### src/hw/rtl/rbeta_pkg.sv
// Package for the rolling beta block: widths, constants and helper functions.
// Used by rbeta_div, rolling_beta_from_returns_top and the testbench; no dependencies.
`timescale 1ns / 1ps
package rbeta_pkg;

	localparam int WINDOW_MAX  = 64;
	localparam int SLOT_W      = $clog2(WINDOW_MAX);
	localparam int WIN_W       = 7;
	localparam int WIN_RESET   = 20;
	localparam int WIN_MIN     = 2;

	localparam int DIV_NW      = 72;
	localparam int DIV_DW      = 64;
	localparam int DIV_CW      = 7;

	localparam logic [22:0] PCT_SCALE = 23'd6553600;

	localparam logic [1:0] ST_VALID = 2'd0;
	localparam logic [1:0] ST_WARM  = 2'd1;
	localparam logic [1:0] ST_ZERO  = 2'd2;

	localparam logic signed [31:0] S32_MAX = 32'sh7FFF_FFFF;
	localparam logic signed [31:0] S32_MIN = 32'sh8000_0000;

	function automatic logic signed [31:0] sat32(input logic signed [72:0] v);
		logic signed [72:0] hi;
		logic signed [72:0] lo;
		hi = 73'sh7FFF_FFFF;
		lo = -73'sh8000_0000;
		if (v > hi)
			return S32_MAX;
		else if (v < lo)
			return S32_MIN;
		else
			return v[31:0];
	endfunction

	// product / 65536, truncated toward zero
	function automatic logic signed [47:0] trunc16(input logic signed [63:0] p);
		logic signed [63:0] t;
		t = p[63] ? (p + 64'sd65535) : p;
		return t[63:16];
	endfunction

endpackage

### src/hw/rtl/rbeta_div.sv
// Shared restoring divider for the rolling beta block, one quotient bit a cycle.
// Unsigned magnitudes only; depends on rbeta_pkg.
`timescale 1ns / 1ps
module rbeta_div import rbeta_pkg::*; (
	input  logic              clk,
	input  logic              arst_n,
	input  logic              start,
	input  logic [DIV_NW-1:0] num,
	input  logic [DIV_DW-1:0] den,
	output logic              done,
	output logic [DIV_NW-1:0] quo
);

	logic [DIV_DW:0]   rem_q;
	logic [DIV_NW-1:0] quo_q;
	logic [DIV_DW-1:0] den_q;
	logic [DIV_CW-1:0] cnt_q;
	logic              busy_q;
	logic              done_q;
	logic [DIV_DW:0]   trial;
	logic              fits;

	assign trial = {rem_q[DIV_DW-1:0], quo_q[DIV_NW-1]};
	assign fits  = trial >= {1'b0, den_q};

	always_ff @(posedge clk or negedge arst_n) begin
		if (!arst_n) begin
			busy_q <= 1'b0;
			done_q <= 1'b0;
			cnt_q  <= '0;
		end else begin
			done_q <= busy_q && (cnt_q == DIV_CW'(1));
			if (start) begin
				busy_q <= 1'b1;
				cnt_q  <= DIV_CW'(DIV_NW);
			end else if (busy_q) begin
				cnt_q <= cnt_q - DIV_CW'(1);
				if (cnt_q == DIV_CW'(1))
					busy_q <= 1'b0;
			end
		end
	end

	always_ff @(posedge clk) begin
		if (start) begin
			rem_q <= '0;
			quo_q <= num;
			den_q <= den;
		end else if (busy_q) begin
			rem_q <= fits ? (trial - {1'b0, den_q}) : trial;
			quo_q <= {quo_q[DIV_NW-2:0], fits};
		end
	end

	assign done = done_q;
	assign quo  = quo_q;

endmodule

### config.mk
export PLATFORM = sky130hd
export DESIGN_NAME = rbeta_div
export DESIGN_NICKNAME = d
export VERILOG_FILES = /design/src/hw/rtl/rbeta_pkg.sv /design/src/hw/rtl/rbeta_div.sv
export SDC_FILE = /design/constraint.sdc
export NUM_CORES = 1
export LEC_CHECK = 0
export ABC_AREA = 0
export BUFFER_PORTS_ARGS = -buffer_cell sky130_fd_sc_hd__buf_2
export CAP_MARGIN = 20
export CELL_PAD_IN_SITES_DETAIL_PLACEMENT = 1
export CELL_PAD_IN_SITES_GLOBAL_PLACEMENT = 2
export CORE_MARGIN = 2
export CORE_UTILIZATION = 32
export DETAILED_ROUTE_END_ITERATION = 8
export GPL_TIMING_DRIVEN = 0
export HOLD_SLACK_MARGIN = 0.02
export PLACE_DENSITY_LB_ADDON = 0.15
export SETUP_SLACK_MARGIN = 0.5
export SLEW_MARGIN = 20
export SYNTH_ARGS = -nofsm -noshare
export SYNTH_HDL_FRONTEND = slang
export SYNTH_SLANG_ARGS = --single-unit
### constraint.sdc
create_clock -name clk -period 3 [get_ports clk]
set_input_delay 0.15 -clock clk [delete_from_list [all_inputs] [get_ports clk]]
set_output_delay 0.15 -clock clk [all_outputs]
set_load 0.02 [all_outputs]
==> results of run 1 <==
-- metal layers --
| layer | global-route usage | share of wire | vias to the layer above |
|---|---|---|---|
| met3 | 0.03790 | 0.045 | 59 |
| met2 | 0.3739 | 0.48 | 235 |
| met1 | 0.2744 | 0.45 | 5468 |
| met5 | 0 | 0 | - |
| li1 | - | - | 5499 |
| met4 | 0.05121 | 0.026 | 0 |
-- worst reg2reg max path, cell delays in order, from the launching register on --
cell,delay [ns]
edfxtp_1,0.33
inv_2,0.06
ha_4,0.26
buf_8,0.10
nand2_4,0.05
or4_4,0.57
nor3_4,0.17
nor4b_4,0.30
o211ai_1,0.28
nand3_4,0.17
a21oi_4,0.09
nor2_8,0.14
buf_6,0.11
buf_6,0.13
buf_12,0.14
nand2_4,0.05
a311oi_2,0.26
-- flip-flops by register name (all words and copies together) (netlist names) --
signal	count
quo	72
done	1
den_q	64
cnt_q	7
rem_q	64
busy_q	1
-- per-stage QoR --
step                      std cells  total power [mW]  hold WS (ns)  cell area (um2)
after global placement         2005             4.600       0.01630            14330
after detailed placement       2007             4.620       0.01718            14380
after floorplan                1276             4.189       -0.1456            12620
after global routing           2235             8.630       0.05831            17770
after CTS                      2219             8.314       0.04627            17260
final                          2235             8.280       0.04973            17770
-- layout make-up --
class	count	area (um2)	share of cell area
multi-input cells	910	6895	0.3880
flip-flops and latches	209	5592	0.3147
repair buffers	389	2868	0.1614
clock buffers	42	803.3	0.04520
well taps	518	648.1	0.03647
plain buffers	67	467.9	0.02633
inverters	90	337.8	0.01901
clock inverters	10	158.9	0.008942
-- cell families (layout without fill, tap and decap cells) --
kind of cell | count (synthesis) | after routing | share of synthesized area
compound gates | 310 | 310 | 0.1761
xor+xnor | 61 | 61 | 0.04291
fa+ha+maj | 67 | 67 | 0.06794
buf+inv | 157 | 598 | 0.05276
flops | 209 | 209 | 0.4490
mux | 75 | 75 | 0.06744
simple gates | 397 | 397 | 0.1438
-- power by group --
| group | internal (mW) | switching (mW) | leakage [nW] |
|---|---|---|---|
| sequential | 3.30 | 0.111 | 2.01 |
| clock | 2.11 | 1.36 | 0.454 |
| combinational | 0.622 | 0.773 | 4.97 |
| total | 6.03 | 2.25 | 7.44 |
-- worst min-delay path by stage --
| stage | end |
|---|---|
| final | den_q[0] |
| after detailed placement | cnt_q[4] |
| after global placement | cnt_q[4] |
| after global routing | den_q[0] |
| after CTS | den_q[0] |
| after floorplan | busy_q |
-- repair_timing --
action                                  4_1_cts  5_1_grt
pin swaps                                    29       38
endpoints found under the setup margin      109       65
buffers inserted                             19       16
endpoints found under the hold margin       145        0
gates resized for setup                      74       89
gates cloned                                  3        0
hold buffers                                138        0
-- cells in the final DEF (no fill, tap or decap), types with 8 or more instances in the layout --
cell | synthesis | layout
buf_2 | 6 | 213
nand2_1 | 166 | 150
dlygate4sd3_1 | 0 | 138
edfxtp_1 | 136 | 136
nor2_1 | 112 | 110
inv_1 | 89 | 84
mux2_2 | 71 | 71
dfxtp_1 | 64 | 63
a21oi_1 | 77 | 61
ha_1 | 66 | 56
clkbuf_1 | 47 | 39
xnor2_1 | 37 | 37
buf_4 | 6 | 30
a311oi_1 | 46 | 29
a21o_1 | 28 | 28
clkbuf_16 | 0 | 28
nand3_1 | 28 | 24
xor2_1 | 24 | 24
o21ai_0 | 32 | 23
a311oi_2 | 3 | 20
o21bai_1 | 20 | 19
o21a_1 | 18 | 18
a21oi_2 | 0 | 15
nand4_1 | 14 | 14
nor3_1 | 14 | 13
a211oi_1 | 18 | 13
clkbuf_2 | 0 | 12
buf_6 | 2 | 11
nand2_2 | 5 | 10
nand2_4 | 0 | 10
o211ai_1 | 10 | 10
dfrtp_1 | 9 | 9
nand2b_1 | 8 | 8
buf_12 | 0 | 8
ha_4 | 0 | 8
==> results by group, run 1 <==
Outcome
  – Status: complete, but fails checks
  – Failing checks: setup timing

Setup path
  – CP Data Required Time: 3.47 ns
  – Worst path slowest cell: or4_4
  – CP Class: reg -> reg
  – Crit. End Element: flip-flop
  – Crit path cell chain: inv_2 -> ha_4 -> buf_8 -> nand2_4 -> or4_4 -> nor3_4 -> nor4b_4 -> o211ai_1 -> nand3_4 -> a21oi_4 -> nor2_8 -> buf_6 -> buf_6 -> buf_12 -> nand2_4 -> a311oi_2
  – Worst Setup SP: den_q[46]
  – CP endpoint: rem_q[42]
  – Buffers and inverters on the worst path: 5
  – R2r endpoint: rem_q[42]
  – Crit path depth: 16
  – R2R Path Start: den_q[46]
  – Element type at the critical path start: flip-flop
  – Worst reg-to-reg path cell count: 16
  – CP top delay family: simple AND/OR/NAND/NOR gates
  – Crit path DAT: 3.76 ns
  – CP max FO: 5
  – Flop-to-flop setup slack: -0.29 ns
  – CP peak stage delay: 0.57 ns

Finish
  – # nets final: 1901
  – Share of layout cells above drive strength 1: 0.3081
  – # diodes: 0
  – Layout fillers: 4400
  – Area delta synth->final: 42.74%
  – Core Util, Final: 0.4609

STA
  – Headroom to the max-slew limit: 0.3941
  – Max Clock Freq: 0.3042 GHz
  – RSZ-0062 raised after global routing: yes
  – Final min period: 3.287 ns
  – Final setup fails: 65
  – Max Clock Skew: 0.03612 ns
  – Hold Vio Cnt, Final: 0
  – Final setup TNS: -14.20 ns
  – Final Max Tran Viols: 0
  – Final WS setup: -0.2869 ns
  – Slew @ Worst Pin: 0.9088 ns
  – Final period util: 1.096

Power and ir drop
  – Power per cell area: 465.9 mW/mm2
  – Maximum vdd drop: 0.0004872 V
  – Leakage: 7.439 nW

Placed design
  – Pre-CTS setup slack: -0.7553 ns
  – RePlAce Congestion: 0.8006
  – Port Buf Inserts: 211
  – Detailed placer's ending HPWL: 30700 um

Clock tree
  – Root Driver: clkbuf_16
  – Clk_lat worst skew: 0.59 ns
  – Buffer depth of the longest clock path: 3
  – CTS tree: built
  – H-Tree Depth: 1
  – CTS clk-pin slew, worst paths: 0.06 ns
  – CTS Buf Count: 28
  – # clock sinks: 209

Floorplan
  – Initial core utilization: 0.3229
  – Die width: 201.2 um
  – Row count: 72
  – Die height: 201.2 um
  – Die Area: 0.04050 mm2
  – Core area: 0.03856 mm2
  – Number of top-level pins: 212

Worst hold path
  – Type of the most critical hold path: in -> reg
  – Hold-critical path depth: 1
  – Hold Crit Start: start

Routing
  – Number of remaining DRC errors: 0
  – DR vias: 11260
  – DR pass1 iterations: 7
  – Post-Route WL: 43870 um
  – Wire per inst: 19.63 um
  – ANT nets after route: 0
  – DRT iter0 DRCs: 447
  – Via-to-Cell Ratio: 5.038

Synthesis
  – Count leader, synth: nand2_1
  – Number of synthesized flops with an enable pin: 136
  – Post-synth cell types: 83
  – Most used DFF post-synth: edfxtp_1
  – Synthesized Nets: 1482
  – Sequential share of the synthesized area: 0.4490
  – Share of the synthesized area in the top cell type: 0.3280
  – Synth Warn #: 0
  – Cell taking the most area after synthesis: edfxtp_1
  – Top cells by area, synth: edfxtp_1 (33%), dfxtp_1 (10%), ha_1 (6.6%)
  – Post-synthesis register bit count: 209
  – Mapped cell area: 0.01245 mm2
  – Syn_area_per_cell: 9.757 um2
  – Synth Instances: 1276
  – Ys async rst share: 0.04306
  – Synth top cells by count: nand2_1 (166), edfxtp_1 (136), nor2_1 (112)

Global route
  – Pin count of the biggest net entering global routing: 45
  – Initial antenna violation count: 0
  – Vias in the first global route: 12280
  – First-pass GRT wire length: 68990 um
  – Remaining global-route overflow: 0
  – Gr usage total: 0.2140

Flow run
  – Total of max-cap violations: 0
Power figures use the tool's default switching activity.
==> run 2: changes to the inputs <==
--- a/config.mk
+++ b/config.mk
@@ -6,12 +6,13 @@
 export NUM_CORES = 1
 export LEC_CHECK = 0
 export ABC_AREA = 0
-export BUFFER_PORTS_ARGS = -buffer_cell sky130_fd_sc_hd__buf_2
+export BUFFER_PORTS_ARGS = -buffer_cell sky130_fd_sc_hd__buf_4
 export CAP_MARGIN = 20
 export CELL_PAD_IN_SITES_DETAIL_PLACEMENT = 1
 export CELL_PAD_IN_SITES_GLOBAL_PLACEMENT = 2
 export CORE_MARGIN = 2
 export CORE_UTILIZATION = 32
+export CTS_CLUSTER_SIZE = 25
 export DETAILED_ROUTE_END_ITERATION = 8
 export GPL_TIMING_DRIVEN = 0
 export HOLD_SLACK_MARGIN = 0.02
==> run 2 against run 1 <==
Sequential power is essentially flat; non-clock buffer count grew 13; hold slack gained 0.049 ns; utilization grew 2.3 points; wire length grew 3.2%; setup slack lost 0.042 ns; power grew 3.5%; count of clock-buffer cells in the layout shrank 2; critical path type unchanged; sequential share of layout area shrank 1.5 points; the flow still finishes with violations (setup timing).
==> results by group, run 2 (synthesized netlist as in run 1, its figures left out) <==
Finish
  – Area delta synth->final: 49.73%
  – Max FFs per register: 72
  – Share of layout cells above drive strength 1: 0.3306
  – # nets final: 1914
  – Commonest non-fill, non-tap cells in the layout: buf_4 (242), dlygate4sd3_1 (138), edfxtp_1 (136), nand2_1 (132), nor2_1 (110)
  – Most common cell after layout, fill and taps aside: buf_4
  – Layout fillers: 4288

Floorplan
  – Number of top-level pins: 212
  – Row count: 72
  – Die width: 201.2 um
  – Die height: 201.2 um
  – Die Area: 0.04050 mm2
  – Core area: 0.03856 mm2
  – Initial core utilization: 0.3229

Routing
  – DR vias: 11460
  – Via-to-Cell Ratio: 5.095
  – ANT nets after route: 0
  – Wire per inst: 20.13 um
  – DR pass1 iterations: 5
  – Post-Route WL: 45270 um
  – DRT iter0 DRCs: 460
  – Number of remaining DRC errors: 0

Global route
  – Remaining global-route overflow: 0
  – Initial antenna violation count: 1
  – Gr usage total: 0.2163
  – Vias in the first global route: 12450
  – Pin count of the biggest net entering global routing: 69
  – First-pass GRT wire length: 69750 um

Power and ir drop
  – Combinational Power Share: 0.176
  – Maximum vdd drop: 0.0004090 V
  – P_int: 6.279 mW
  – Sequential share of power: 0.399
  – Leakage: 7.799 nW
  – P_sw: 2.291 mW
  – Power per cell area: 459.8 mW/mm2
  – Sw frac: 0.2673
  – Clock share of power: 0.425

Setup path
  – CP Class: reg -> reg
  – Crit. End Element: flip-flop
  – CP max FO: 8
  – Crit path DAT: 3.80 ns
  – Flop-to-flop setup slack: -0.33 ns
  – CP Data Required Time: 3.47 ns
  – Element type at the critical path start: flip-flop

STA
  – RSZ-0062 raised after global routing: yes
  – Final Max Tran Viols: 0
  – Max Clock Freq: 0.3004 GHz
  – Min Hold Slack: 0.09831 ns
  – Max Clock Skew: 0.02030 ns
  – Final WS setup: -0.3285 ns
  – Hold Vio Cnt, Final: 0
  – Final min period: 3.328 ns
  – Final setup TNS: -16.43 ns
  – Final period util: 1.109
  – Slew @ Worst Pin: 0.8834 ns
  – Final setup fails: 65
  – Headroom to the max-slew limit: 0.4111

Flow run
  – Total of max-cap violations: 0

Clock tree
  – Root Driver: clkbuf_16
  – H-Tree Depth: 1
  – Clk_lat worst skew: 0.58 ns
  – CTS tree: built
  – CTS Buf Count: 28
  – Buffer depth of the longest clock path: 3
  – CTS clk-pin slew, worst paths: 0.06 ns
  – # clock sinks: 209

Placed design
  – Detailed placer's ending HPWL: 30670 um
  – Port Buf Inserts: 211
  – RePlAce Congestion: 0.8070

Outcome
  – Failing checks: setup timing
  – Status: complete, but fails checks

Worst hold path
  – Type of the most critical hold path: in -> reg
## run 2: cell count changes in the layout (fill, tap and decap cells not counted), moves of 3 or more
cell and change:
clkbuf_2 +4, nand2_1 -18, buf_4 +212, buf_2 -212, a311oi_1 -5, a211oi_1 -5
clkbuf_16 +4, nand2_2 +16, buf_6 +6, clkbuf_1 -3, a211oi_2 +5, a311oi_2 +5
## run 2: power groups by stage
stage / Combinational (mW) / Clock, mW / Sequential (mW)
finish: 1.51 / 3.64 / 3.42
global route: 1.64 / 3.83 / 3.45
CTS: 1.46 / 3.75 / 3.42
detailed placement: 1.26 / 0 / 3.47
global placement: 1.25 / 0 / 3.46
floorplan: 0.611 / 0 / 3.58
## run 2: what timing repair did
item                       4_1_cts  5_1_grt
gates cloned                     4        4
pin swaps                       30       42
hold endpoints to repair       145        0
hold buffers                   138        0
buffers inserted                32       12
setup endpoints to repair      137       65
resized for setup              102       99
## run 2: routing by layer
layer | up-vias | GRT usage | part of all wire
li1 | 5510 | - | -
met1 | 5625 | 0.2764 | 0.44
met2 | 258 | 0.3732 | 0.48
met3 | 65 | 0.04292 | 0.049
met4 | 0 | 0.05646 | 0.028
met5 | - | 0 | 0
## run 2: final cells by class
class                           count  area [um2]  area share
Antenna cell                        1       2.502   0.0001342
Buffer                             67       493.0     0.02645
Clock buffer                       40       785.8     0.04215
Clock inverter                     12       216.5     0.01161
Inverter                           90       337.8     0.01812
Multi-Input combinational cell    910        6988      0.3749
Sequential cell                   209        5590      0.2999
Tap cell                          518       648.1     0.03477
Timing Repair Buffer              402        3578      0.1920
## run 2: path summary, 6_finish.rpt
kind | startpoint | end | cells past startpoint
worst max register to register | den_q[42] | rem_q[40] | 15
min in group asynchronous | arst_n | done | 3
worst min-delay path | start | den_q[6] | 1
worst max-delay path | den_q[42] | rem_q[40] | 15
max in group asynchronous | arst_n | cnt_q[2] | 3
worst min register to register | rem_q[18] | rem_q[19] | 2
## run 2: worst max-delay path: stages, from the launching register on
cell and delay (ns):
edfxtp_1 0.33, inv_2 0.05, ha_4 0.25, buf_6 0.11, nand2_4 0.05, or4_4 0.57
nor3_4 0.22, nor4b_4 0.30, o211ai_1 0.25, nand3_4 0.16, a21oi_4 0.10, nor2_8 0.21
buf_6 0.16, clkbuf_16 0.15, nand2_2 0.04, a311oi_1 0.27
## run 2: metrics by stage
step | total power, mW | util | std cells | setup slack (ns) | cell area, um2
after floorplan | 4.189 | - | 1276 | 0.2463 | 12620
after global placement | 4.714 | 0.3853 | 2005 | -1.030 | 14850
after detailed placement | 4.734 | 0.3858 | 2006 | -0.7201 | 14880
after CTS | 8.636 | 0.4674 | 2232 | -0.3249 | 18020
after global routing | 8.909 | 0.4835 | 2249 | -0.4445 | 18640
final | 8.570 | 0.4835 | 2249 | -0.3285 | 18640
